### src/rtl/assert_macros.svh
// Assertion macros shared by the RTL of the spiral scan block.
// Depends on nothing; each user provides clk and rst_n in its scope.
`ifndef ASSERT_MACROS_SVH
`define ASSERT_MACROS_SVH

// Clocked property check, disabled while reset is asserted.
`define SMOS_ASSERT(lbl, prop, msg) \
  lbl: assert property (@(posedge clk) disable iff (!rst_n) (prop)) else $error(msg);

// Expression that must never be true outside reset.
`define SMOS_NEVER(lbl, expr, msg) \
  `SMOS_ASSERT(lbl, !(expr), msg)

`endif

### src/rtl/smos_pkg.sv
// Shared types, constants and helper functions for the spiral scan block.
// Depends on nothing; used by every module in rtl.
package smos_pkg;

  localparam int MAX_ROWS    = 8;
  localparam int MAX_COLS    = 8;
  localparam int STORE_DEPTH = MAX_ROWS * MAX_COLS;
  localparam int DATA_W      = 32;
  localparam int DIM_W       = 4;
  localparam int POS_W       = $clog2(MAX_ROWS > MAX_COLS ? MAX_ROWS : MAX_COLS);
  localparam int ADDR_W      = $clog2(STORE_DEPTH);
  localparam int CNT_W       = ADDR_W + 1;
  localparam int CFG_ADDR_W  = 3;
  localparam int CFG_DATA_W  = 32;

  // Register index, taken from paddr[2].
  localparam logic REG_ROW_COUNT = 1'b0;
  localparam logic REG_COL_COUNT = 1'b1;

  typedef enum logic [2:0] {
    WK_IDLE,
    WK_RIGHT,
    WK_DOWN,
    WK_LEFT,
    WK_UP
  } walk_state_t;

  // Read request from the walker to the store.
  typedef struct packed {
    logic              valid;
    logic              last;
    logic [ADDR_W-1:0] addr;
  } rd_req_t;

  // Zero counts as one, anything above the limit counts as the limit.
  function automatic logic [DIM_W-1:0] clamp_dim(input logic [DIM_W-1:0] v,
                                                 input logic [DIM_W-1:0] lim);
    logic [DIM_W-1:0] r;
    r = v;
    if (v == '0) begin
      r = DIM_W'(1);
    end else if (v > lim) begin
      r = lim;
    end
    return r;
  endfunction

endpackage

### src/rtl/spiral_order_matrix_scan.sv
// Top level of the spiral scan block: configuration registers, load counter,
// element store and spiral walker. Uses smos_pkg, smos_store, smos_walk.
//
// Usage. Program row_count (address 0) and col_count (address 4) over the
// APB-style port while the block is idle; a count of zero acts as one and a
// count above eight acts as eight. Any register write restarts loading.
// Then present the matrix elements in row-major order: each element is taken
// at a clock edge with start high and busy low. Elements can be taken back
// to back, and loading raises no result.
// The edge that takes the final element launches the spiral. From the next
// cycle busy is high while the walker reads one store entry per cycle, until
// every element has been read. Each item appears on out_value with out_strobe
// for exactly one cycle, in the cycle after its read, and the last item of the
// spiral carries out_last. The first result leaves through the walker's state
// register and the store's read register after the final element is taken.
// The receiver cannot stall: every strobed item must be taken when shown.
// Reset sets both counts to eight and empties the load counter; the store
// needs no clearing because the spiral only reads entries loaded before it.
module spiral_order_matrix_scan (
  input  logic                               clk,
  input  logic                               rst_n,
  // Input items.
  input  logic                               start,
  output logic                               busy,
  input  logic signed [smos_pkg::DATA_W-1:0] in_element,
  // Result items.
  output logic                               out_strobe,
  output logic signed [smos_pkg::DATA_W-1:0] out_value,
  output logic                               out_last,
  // Configuration port.
  input  logic                               psel,
  input  logic                               penable,
  input  logic                               pwrite,
  input  logic [smos_pkg::CFG_ADDR_W-1:0]    paddr,
  input  logic [smos_pkg::CFG_DATA_W-1:0]    pwdata,
  output logic [smos_pkg::CFG_DATA_W-1:0]    prdata,
  output logic                               pready
);
  import smos_pkg::*;
  `include "assert_macros.svh"

  logic [DIM_W-1:0]   row_count_r, row_count_nxt;
  logic [DIM_W-1:0]   col_count_r, col_count_nxt;
  logic [CNT_W-1:0]   load_cnt_r, load_cnt_nxt;
  logic [DIM_W-1:0]   rows_eff, cols_eff;
  logic [CNT_W-1:0]   total;
  logic               cfg_wr;
  logic               accept;
  logic               go;
  logic               walk_busy;
  rd_req_t            rd;
  logic [DATA_W-1:0]  rdata;
  logic               strobe_r, last_r;

  assign pready = 1'b1;
  assign cfg_wr = psel && penable && pwrite && pready;

  // Registers are 4 bits wide; paddr[2] picks the register.
  always_comb begin
    row_count_nxt = row_count_r;
    col_count_nxt = col_count_r;
    if (cfg_wr) begin
      unique case (paddr[2])
        REG_ROW_COUNT: row_count_nxt = pwdata[DIM_W-1:0];
        REG_COL_COUNT: col_count_nxt = pwdata[DIM_W-1:0];
        default: ;
      endcase
    end
  end

  always_comb begin
    unique case (paddr[2])
      REG_ROW_COUNT: prdata = CFG_DATA_W'(row_count_r);
      REG_COL_COUNT: prdata = CFG_DATA_W'(col_count_r);
      default:       prdata = '0;
    endcase
  end

  assign rows_eff = clamp_dim(row_count_r, DIM_W'(MAX_ROWS));
  assign cols_eff = clamp_dim(col_count_r, DIM_W'(MAX_COLS));
  assign total    = CNT_W'(rows_eff) * CNT_W'(cols_eff);

  // The element that fills the matrix launches the walk and rewinds loading.
  assign busy   = walk_busy;
  assign accept = start && !busy;
  assign go     = accept && (load_cnt_r + CNT_W'(1) == total);

  always_comb begin
    load_cnt_nxt = load_cnt_r;
    priority if (cfg_wr) begin
      load_cnt_nxt = '0;
    end else if (go) begin
      load_cnt_nxt = '0;
    end else if (accept) begin
      load_cnt_nxt = load_cnt_r + CNT_W'(1);
    end
  end

  always_ff @(posedge clk) begin
    if (!rst_n) begin
      row_count_r <= DIM_W'(MAX_ROWS);
      col_count_r <= DIM_W'(MAX_COLS);
      load_cnt_r  <= '0;
      strobe_r    <= 1'b0;
      last_r      <= 1'b0;
    end else begin
      row_count_r <= row_count_nxt;
      col_count_r <= col_count_nxt;
      load_cnt_r  <= load_cnt_nxt;
      strobe_r    <= rd.valid;
      last_r      <= rd.last;
    end
  end

  // Loads and spiral reads never overlap on the same entry: the walk starts
  // after the final write, and loads are refused while it runs.
  smos_store u_store (
    .clk   (clk),
    .we    (accept),
    .waddr (load_cnt_r[ADDR_W-1:0]),
    .wdata (in_element),
    .re    (rd.valid),
    .raddr (rd.addr),
    .rdata (rdata)
  );

  smos_walk u_walk (
    .clk   (clk),
    .rst_n (rst_n),
    .go    (go),
    .rows  (rows_eff),
    .cols  (cols_eff),
    .rd    (rd),
    .busy  (walk_busy)
  );

  assign out_strobe = strobe_r;
  assign out_value  = rdata;
  assign out_last   = last_r;

  `SMOS_ASSERT(a_load_below_total, load_cnt_r < total,
    "load counter reached the matrix size without launching the spiral")
  `SMOS_ASSERT(a_last_then_quiet, out_last |=> !out_strobe,
    "result strobe continued after the last item")
  `SMOS_NEVER(a_last_needs_strobe, out_last && !out_strobe,
    "last flag shown without a result")

endmodule

### src/rtl/smos_store.sv
// Element store of the spiral scan: 64 x 32 synchronous RAM.
// One write port and one read port, read data registered; uses smos_pkg.
module smos_store (
  input  logic                          clk,
  input  logic                          we,
  input  logic [smos_pkg::ADDR_W-1:0]   waddr,
  input  logic [smos_pkg::DATA_W-1:0]   wdata,
  input  logic                          re,
  input  logic [smos_pkg::ADDR_W-1:0]   raddr,
  output logic [smos_pkg::DATA_W-1:0]   rdata
);
  import smos_pkg::*;

  logic [DATA_W-1:0] mem [STORE_DEPTH];
  logic [DATA_W-1:0] rdata_r;

  always_ff @(posedge clk) begin
    if (we) begin
      mem[waddr] <= wdata;
    end
  end

  always_ff @(posedge clk) begin
    if (re) begin
      rdata_r <= mem[raddr];
    end
  end

  assign rdata = rdata_r;

endmodule

### src/rtl/smos_walk.sv
// Spiral address walker: steps through the stored matrix ring by ring and
// issues one store read a cycle. Uses smos_pkg and assert_macros.svh.
module smos_walk (
  input  logic                        clk,
  input  logic                        rst_n,
  input  logic                        go,
  input  logic [smos_pkg::DIM_W-1:0]  rows,
  input  logic [smos_pkg::DIM_W-1:0]  cols,
  output smos_pkg::rd_req_t           rd,
  output logic                        busy
);
  import smos_pkg::*;
  `include "assert_macros.svh"

  walk_state_t       state_r, state_nxt;
  logic [POS_W-1:0]  row_r, row_nxt, col_r, col_nxt;
  logic [POS_W-1:0]  top_r, top_nxt, bottom_r, bottom_nxt;
  logic [POS_W-1:0]  left_r, left_nxt, right_r, right_nxt;
  logic [ADDR_W-1:0] addr_r, addr_nxt;
  logic [DIM_W-1:0]  cols_r, cols_nxt;
  logic [CNT_W-1:0]  left_cnt_r, left_cnt_nxt;
  logic [2*DIM_W-1:0] total;
  logic              final_step;

  assign total      = rows * cols;
  assign final_step = (left_cnt_r == CNT_W'(1));

  // Next state: the walk turns at each bound and stops after the last element.
  always_comb begin
    state_nxt = state_r;
    unique case (state_r)
      WK_IDLE:  if (go) state_nxt = WK_RIGHT;
      WK_RIGHT: begin
        if (final_step) state_nxt = WK_IDLE;
        else if (col_r == right_r) state_nxt = WK_DOWN;
      end
      WK_DOWN: begin
        if (final_step) state_nxt = WK_IDLE;
        else if (row_r == bottom_r) state_nxt = WK_LEFT;
      end
      WK_LEFT: begin
        if (final_step) state_nxt = WK_IDLE;
        else if (col_r == left_r) state_nxt = WK_UP;
      end
      WK_UP: begin
        if (final_step) state_nxt = WK_IDLE;
        else if (row_r == top_r) state_nxt = WK_RIGHT;
      end
      default: state_nxt = WK_IDLE;
    endcase
  end

  // Outputs of the state machine.
  always_comb begin
    busy     = (state_r != WK_IDLE);
    rd.valid = (state_r != WK_IDLE);
    rd.last  = (state_r != WK_IDLE) && final_step;
    rd.addr  = addr_r;
  end

  // Position, bounds and linear address. A turn shrinks the bound just walked.
  always_comb begin
    row_nxt      = row_r;
    col_nxt      = col_r;
    top_nxt      = top_r;
    bottom_nxt   = bottom_r;
    left_nxt     = left_r;
    right_nxt    = right_r;
    addr_nxt     = addr_r;
    cols_nxt     = cols_r;
    left_cnt_nxt = left_cnt_r;
    unique case (state_r)
      WK_IDLE: begin
        if (go) begin
          row_nxt      = '0;
          col_nxt      = '0;
          top_nxt      = '0;
          left_nxt     = '0;
          bottom_nxt   = POS_W'(rows - DIM_W'(1));
          right_nxt    = POS_W'(cols - DIM_W'(1));
          addr_nxt     = '0;
          cols_nxt     = cols;
          left_cnt_nxt = CNT_W'(total);
        end
      end
      WK_RIGHT: begin
        left_cnt_nxt = left_cnt_r - CNT_W'(1);
        if (col_r != right_r) begin
          col_nxt  = col_r + POS_W'(1);
          addr_nxt = addr_r + ADDR_W'(1);
        end else begin
          top_nxt  = top_r + POS_W'(1);
          row_nxt  = row_r + POS_W'(1);
          addr_nxt = addr_r + ADDR_W'(cols_r);
        end
      end
      WK_DOWN: begin
        left_cnt_nxt = left_cnt_r - CNT_W'(1);
        if (row_r != bottom_r) begin
          row_nxt  = row_r + POS_W'(1);
          addr_nxt = addr_r + ADDR_W'(cols_r);
        end else begin
          right_nxt = right_r - POS_W'(1);
          col_nxt   = col_r - POS_W'(1);
          addr_nxt  = addr_r - ADDR_W'(1);
        end
      end
      WK_LEFT: begin
        left_cnt_nxt = left_cnt_r - CNT_W'(1);
        if (col_r != left_r) begin
          col_nxt  = col_r - POS_W'(1);
          addr_nxt = addr_r - ADDR_W'(1);
        end else begin
          bottom_nxt = bottom_r - POS_W'(1);
          row_nxt    = row_r - POS_W'(1);
          addr_nxt   = addr_r - ADDR_W'(cols_r);
        end
      end
      WK_UP: begin
        left_cnt_nxt = left_cnt_r - CNT_W'(1);
        if (row_r != top_r) begin
          row_nxt  = row_r - POS_W'(1);
          addr_nxt = addr_r - ADDR_W'(cols_r);
        end else begin
          left_nxt = left_r + POS_W'(1);
          col_nxt  = col_r + POS_W'(1);
          addr_nxt = addr_r + ADDR_W'(1);
        end
      end
      default: ;
    endcase
  end

  always_ff @(posedge clk) begin
    if (!rst_n) begin
      state_r    <= WK_IDLE;
      left_cnt_r <= '0;
    end else begin
      state_r    <= state_nxt;
      left_cnt_r <= left_cnt_nxt;
    end
  end

  always_ff @(posedge clk) begin
    row_r    <= row_nxt;
    col_r    <= col_nxt;
    top_r    <= top_nxt;
    bottom_r <= bottom_nxt;
    left_r   <= left_nxt;
    right_r  <= right_nxt;
    addr_r   <= addr_nxt;
    cols_r   <= cols_nxt;
  end

  `SMOS_ASSERT(a_addr_tracks_pos,
    busy |-> (addr_r == ADDR_W'(ADDR_W'(row_r) * ADDR_W'(cols_r) + ADDR_W'(col_r))),
    "walker address does not match its row and column")
  `SMOS_ASSERT(a_pos_in_ring,
    busy |-> (row_r >= top_r && row_r <= bottom_r && col_r >= left_r && col_r <= right_r),
    "walker left the current ring")
  `SMOS_ASSERT(a_last_ends_walk, rd.last |=> !busy,
    "walker kept reading after the last element")

endmodule

### config.mk
export PLATFORM = sky130hd
export DESIGN_NAME = spiral_order_matrix_scan
export DESIGN_NICKNAME = d
export VERILOG_FILES = /design/src/rtl/smos_pkg.sv /design/src/rtl/spiral_order_matrix_scan.sv /design/src/rtl/smos_store.sv /design/src/rtl/smos_walk.sv
export VERILOG_INCLUDE_DIRS = /design/src /design/src/rtl
export SDC_FILE = /design/constraint.sdc
export NUM_CORES = 2
export LEC_CHECK = 0
export BUFFER_PORTS_ARGS = -buffer_cell sky130_fd_sc_hd__buf_2
export CAP_MARGIN = 25
export CORE_UTILIZATION = 30
export DETAILED_ROUTE_END_ITERATION = 8
export PLACE_DENSITY = 0.48
export RECOVER_POWER = 25
export SYNTH_ARGS = -nofsm -noshare
export SYNTH_HDL_FRONTEND = slang
export SYNTH_SLANG_ARGS = --single-unit
export TNS_END_PERCENT = 5
### constraint.sdc
create_clock -name clk -period 9.7 [get_ports clk]
set_clock_uncertainty 0.1 [all_clocks]
set_input_delay 0.97 -clock clk [delete_from_list [all_inputs] [get_ports clk]]
set_output_delay 0.97 -clock clk [all_outputs]
set_load 0.01 [all_outputs]
Word-level counts from Yosys, hierarchy flattened
Memory sizes are Yosys's and may differ from the RTL's. A register that Yosys moved wholly into a read port is not among the register bits.
Cells that the tools add are included.
{ "classes": {"multipliers": 2, "bitwise_logic": 2, "add_sub_neg": 16, "n_mux": 46, "n_lt_le_gt_ge": 2, "n_eq_ne": 27, "n_reduce_logical": 30} }
{ "op_table": {"columns": ["op", "count"], "rows": [
  ["3-bit two-way mux", 24],
  ["32-bit case mux with 2 select lines", 1],
  ["3-bit case mux with 5 select lines", 3],
  ["6-bit two-way mux", 5],
  ["6-bit case mux with 5 select lines", 1],
  ["3-bit case mux with 2 select lines", 4],
  ["3-bit by 1-bit subtractor with 3-bit output (second input constant)", 6],
  ["4-bit two-way mux", 4],
  ["4-bit by 4-bit multiplier with 7-bit output", 2],
  ["7-bit case mux with 2 select lines", 1],
  ["3-bit by 1-bit adder with 3-bit output (second input constant)", 4],
  ["3-bit equality test", 4],
  ["3-bit by 1-bit inequality test with 1-bit output (second input constant)", 4],
  ["3-bit inequality test", 4],
  ["3-bit AND reduction", 4],
  ["6-bit AND reduction", 2],
  ["2-bit inequality test (second input constant)", 5],
  ["2-bit AND reduction", 5],
  ["2-bit nonzero test", 5],
  ["4-bit > comparator (second input constant)", 2],
  ["4-bit logical NOT", 2],
  ["2-bit by 1-bit inequality test with 1-bit output (second input constant)", 4],
  ["7-bit by 1-bit adder with 7-bit output (second input constant)", 1],
  ["7-bit by 1-bit equality test with 1-bit output (second input constant)", 1],
  ["other kinds (20)", 27]
]} }
{ "word_totals": {"inputBits": 73, "elab_cells": 141, "out_inout_bits": 68, "reg_bits": 55, "ram_bits": 2048, "memories": 1} }
{ "mem_list": {"columns": ["name", "depth", "width", "rd", "rd_ports_with_merged_regs", "write_ports", "line_no", "text"], "rows": [
  ["u_store.mem", 64, 32, 1, 1, 1, "smos_store.sv:14", "logic [DATA_W-1:0] mem [STORE_DEPTH];"]
]} }

Longest topological paths before layout
{ "depth": {"ltp_word": 8, "mapped_depth": 16, "depth_no_buf": 15} }

Cells and area by module
Synthesis repeated with hierarchy kept, for this count alone.
{ "hier_totals": {"hier_cells": 3839, "hier_area_um2": 83601.4} }
{ "by_module_without_submodules": {"columns": ["mod", "cells_per_inst", "seq_area_each_um2", "area_per_inst_um2", "instances"], "rows": [
  ["smos_store", 3324, 62459.9, 78835.6, 1],
  ["smos_walk", 337, 1041.0, 3161.8, 1],
  ["spiral_order_matrix_scan", 178, 340.3, 1604.0, 1]
]} }

Worst setup path after synthesis
OpenSTA, ideal clock, no wires.
{ "synth_path": {"kind": "input -> register", "start": "in start", "end": "mem u_store.mem[16][0] (enable)", "cell_stages": 4, "setup_time_ps": 501, "arrival_ps": 4471, "slack_ps": 4628, "path_buffers": 0, "required_time_ps": 9099, "path_cell_list": "nand2_1 -> nor2_1 -> nand2_1 -> nor4_1"} }
{ "synth_between": {"elab_chain_cells": 3} }
{ "synth_lines": {"columns": ["item", "line_no", "text"], "rows": [
  ["start: declaration", "spiral_order_matrix_scan.sv:23", "input logic start,"],
  ["1-bit logical AND", "spiral_order_matrix_scan.sv:85", "assign accept = start && !busy;"],
  ["1-bit two-way mux", "smos_store.sv:18", "if (we) begin"],
  ["1-bit two-way mux (not written as such)", "smos_store.sv:19", "mem[waddr] <= wdata;"],
  ["end: declaration", "smos_store.sv:14", null]
]} }
No other way between the ends.

Final worst setup path
{ "layout_path": {"start": "reg col_count_r[3]", "end": "reg u_walk.col_r[2] (enable)"} }
{ "layout_between": {"elab_chain_cells": 8, "word_cells_on_any_way": 9, "cone_classes": "mul (1); order compare (1); eq/ne (2); mux (2); reduce/logical (3)"} }
{ "layout_lines": {"columns": ["item", "line_no", "text"], "rows": [
  ["start: declaration", "spiral_order_matrix_scan.sv:43", "logic [DIM_W-1:0] col_count_r, col_count_nxt;"],
  ["start signal: assignment", "spiral_order_matrix_scan.sv:102", "col_count_r <= DIM_W'(MAX_COLS);"],
  ["start signal: assignment", "spiral_order_matrix_scan.sv:108", "col_count_r <= col_count_nxt;"],
  ["4-bit > comparator", "smos_pkg.sv:42", "end else if (v > lim) begin"],
  ["4-bit two-way mux", "smos_pkg.sv:42", null],
  ["4-bit two-way mux *", "smos_pkg.sv:40", "if (v == '0) begin"],
  ["named net cols_eff[2]", "spiral_order_matrix_scan.sv:45", "logic [DIM_W-1:0] rows_eff, cols_eff;"],
  ["4-bit by 4-bit multiplier with 7-bit output *", "spiral_order_matrix_scan.sv:81", "assign total = CNT_W'(rows_eff) * CNT_W'(cols_eff);"],
  ["7-bit equality test *", "spiral_order_matrix_scan.sv:86", "assign go = accept && (load_cnt_r + CNT_W'(1) == total);"],
  ["1-bit logical AND *", "spiral_order_matrix_scan.sv:86", null],
  ["2-bit inequality test (no source line) *", null, null],
  ["6-bit AND reduction (no source line) *", null, null],
  ["end signal: assignment", "smos_walk.sv:146", "col_r <= col_nxt;"],
  ["end: declaration", "smos_walk.sv:16", "logic [POS_W-1:0] row_r, row_nxt, col_r, col_nxt;"]
]} }
The timed path passes the listed nets; every way through them passes the cells marked *.
A chain may end at the register's enable or synchronous reset.

==> results.json <==
{
  "yosysWarnings": 0,
  "slew_viol_final": 779,
  "ys.flop_type": "edfxtp_1",
  "cp_max_fo": 12,
  "worstHoldEndpoint": "col_count_r[3]$_SDFFE_PN1P_",
  "seq_area_frac_synth_pct": 76.3,
  "die_w_um": 530,
  "postSynthCellCount": 3783,
  "wl_per_cell_um": 28.9,
  "arrival_ns": 5.50,
  "cts_setup_buffers": 0,
  "overflow": 0,
  "die_area_um2": 281000,
  "drtAntennaViolNets": 0,
  "ctsResizeCount": 0,
  "syn-mean-instance-area_um2": 22.1,
  "synth_edf_count": 2108,
  "critPathKind": "reg2reg",
  "hold_buffers": 0,
  "std_cell_rows": 193,
  "violations": "capacitance limit, slew limit",
  "run_status": "finished with violations",
  "hold_viol_final": 0,
  "leakagePower_uw": 0.0298,
  "hold_path.startpoint": "pwdata[3]",
  "nets": 4126,
  "drtPass1Iterations": 6,
  "numCtsBuffers": 223,
  "clock_sinks": 2135,
  "timing.final.crit_share_pct": 51.8,
  "whs_ns": 0.222,
  "finalSetupViolCount": 0,
  "ys_async_sr_fraction_pct": 0,
  "synthTopCellsByArea": "edfxtp_1, mux4_2, mux2i_1, dfxtp_1, buf_4",
  "first_iter_violations": 3844,
  "start_kind": "flip-flop",
  "timing.max_cap.violations": 15,
  "hold_depth": 3,
  "cts_max_level": 4,
  "dp_hpwl_um": 123000,
  "place_congestion": 0.763,
  "die_h_um": 530,
  "grt_pass1_vias": 40400,
  "slew_headroom_pct": -71.2,
  "final_area_um2": 96200,
  "ys_ff_latch": 2135,
  "max_freq_ghz": 0.199,
  "num_vias": 39400,
  "nFillCells": 25700,
  "cts_root_buf": "clkbuf_16",
  "vdd_drop_max_mv": 0.145,
  "viasPerCell": 4.98,
  "fin_util_pct": 34.7,
  "tns_ns": 0,
  "track_usage_pct": 16.2,
  "rr_startpoint": "col_count_r[3]$_SDFFE_PN1P_",
  "grt_max_degree": 99,
  "reg2reg_to": "u_walk.col_r[2]$_SDFFCE_PP0P_",
  "multi_input_area_um2": 19000,
  "portBuffers": 81,
  "fin_ws_ns": 4.67,
  "fin_crit_ns": 5.03,
  "antenna_found_initial": 34,
  "cp-end-kind": "flip-flop",
  "boundaryPins": 141,
  "clk_latency_ns": 0.88,
  "start_util_pct": 30.2,
  "area_growth_pct": 14.9,
  "synth_area_um2": 83700,
  "drc": 0,
  "power_density_nw_per_um2": 194,
  "place_ws_ns": 4.66,
  "hold_class": "in2reg",
  "yosys.area.top_type_share_pct": 75.6,
  "cp.required_ns": 10.17,
  "yosys.area.top_type": "edfxtp_1",
  "grt_pass1_wl_um": 318000,
  "ff2ff_path_depth": 14,
  "tightest_slew_ns": 2.57,
  "cts.clk_slew.worst_paths_ns": 0.06,
  "r2r_setup_slack_ns": 4.67,
  "cts_tree": "yes",
  "synthTopCellsByCount": "edfxtp_1, mux4_2, mux2i_1",
  "drive_gt1_share_pct": 27.0,
  "rsz0062_at_grt": "no",
  "yosysMostFrequentCell": "edfxtp_1",
  "ys_types": 64,
  "regArea_um2": 63800,
  "coreArea_um2": 277000,
  "postPlaceCellArea_um2": 89100,
  "totalWireLength_um": 229000,
  "cts_buffer_depth": 3
}
[layer usage]
layer | vias up | GRT usage (%) | part of all wire [%]
li1 | 16400 | - | -
met4 | 10 | 4.17 | 2.1
met5 | - | 0 | 0.025
met3 | 262 | 2.91 | 6.0
met2 | 1167 | 26.3 | 48
met1 | 21600 | 22.4 | 44
[registers in the layout, indices dropped and copies added, names as in the netlist]
signal	flops
u_walk.left_cnt_r	7
u_store.mem	2048
row_count_r	4
u_walk.left_r	3
u_walk.row_r	3
u_store.rdata	32
u_walk.cols_r	4
col_count_r	4
u_walk.top_r	3
u_walk.right_r	3
u_walk.col_r	3
u_walk.state_r	3
u_walk.bottom_r	3
out_strobe	1
u_walk.addr_r	6
out_last	1
load_cnt_r	7
[stage by stage]
step                total power (µW)  std cells
CTS                            18800       7893
floorplan                      10500       3810
global placement               10700       7471
global route                   19200       7916
finish                         18700       7920
detailed placement             10700       7479
[final cells by class]
class / instances / area share [%]
Clock inverter: 122 / 0.978
Antenna cell: 8 / 0.0208
Timing Repair Buffer: 223 / 1.78
Sequential cell: 2135 / 66.4
Inverter: 29 / 0.116
Clock buffer: 292 / 6.16
Tap cell: 3705 / 4.82
Multi-Input combinational cell: 1406 / 19.7
[where the power goes]
part | total, µW | internal, µW | switching, µW
clock | 8130 | 4570 | 3560
sequential | 10200 | 10200 | 12.8
combinational | 365 | 96.3 | 269
total | 18700 | 14800 | 3840
[logic make-up after synthesis]
kind of cell	count (synthesis)	synth area share, %
adders and majority gates	36	0.607
and+or+nand+nor	310	1.74
xor gates and xnor gates	52	0.544
AOI/OAI and AO/OA	245	1.98
muxes	734	17.1
other	2	0.00897
DFF	2135	76.3
buffers and inverters	269	1.75
[how the worst max path moves through the flow]
stage                                    end  cells after the start                        start
6_report       u_walk.col_r[2]$_SDFFCE_PP0P_                     14  col_count_r[3]$_SDFFE_PN1P_
3_3_place_gp   u_walk.col_r[0]$_SDFFCE_PP0P_                     14  col_count_r[3]$_SDFFE_PN1P_
2_1_floorplan   u_store.mem[16][0]$_DFFE_PP_                      4                        start
5_1_grt        u_walk.top_r[1]$_SDFFCE_PN0P_                     12  col_count_r[3]$_SDFFE_PN1P_
3_5_place_dp   u_walk.col_r[1]$_SDFFCE_PP0P_                     14  col_count_r[3]$_SDFFE_PN1P_
4_1_cts        u_walk.col_r[2]$_SDFFCE_PP0P_                     14  col_count_r[3]$_SDFFE_PN1P_
[critical path, cell delays in order (launching register included)]
cell and delay [ns]:
dfxtp_1 0.44, nor2b_1 0.47, nand2_1 0.14, fa_1 0.52, inv_1 0.05, fa_1 0.48
fa_1 0.42, xor2_1 0.36, xnor2_1 0.13, xor2_1 0.16, nor3_1 0.21, nand3_1 0.48
a21oi_1 0.30, buf_4 0.20, and2_1 0.24
[cell usage in the layout (no fill, tap or decap), drive strengths merged, types with 13 or more instances in the layout]
| cell | synthesis | final |
|---|---|---|
| o21ai | 59 | 59 |
| clkinv | 3 | 100 |
| nor2 | 120 | 120 |
| o221ai | 13 | 13 |
| xnor2 | 34 | 34 |
| clkbuf | 85 | 331 |
| a221oi | 25 | 25 |
| nor3 | 14 | 14 |
| mux4 | 555 | 555 |
| a21oi | 37 | 37 |
| ha | 27 | 27 |
| mux2i | 170 | 170 |
| nor2b | 15 | 15 |
| inv | 26 | 35 |
| buf | 155 | 184 |
| edfxtp | 2108 | 2108 |
| nand3 | 16 | 16 |
| nand2 | 81 | 81 |
| conb | 2 | 29 |
| a22oi | 14 | 14 |
| o22ai | 25 | 25 |
| dfxtp | 27 | 27 |
| xor2 | 18 | 18 |
Power figures use the tool's default switching activity.
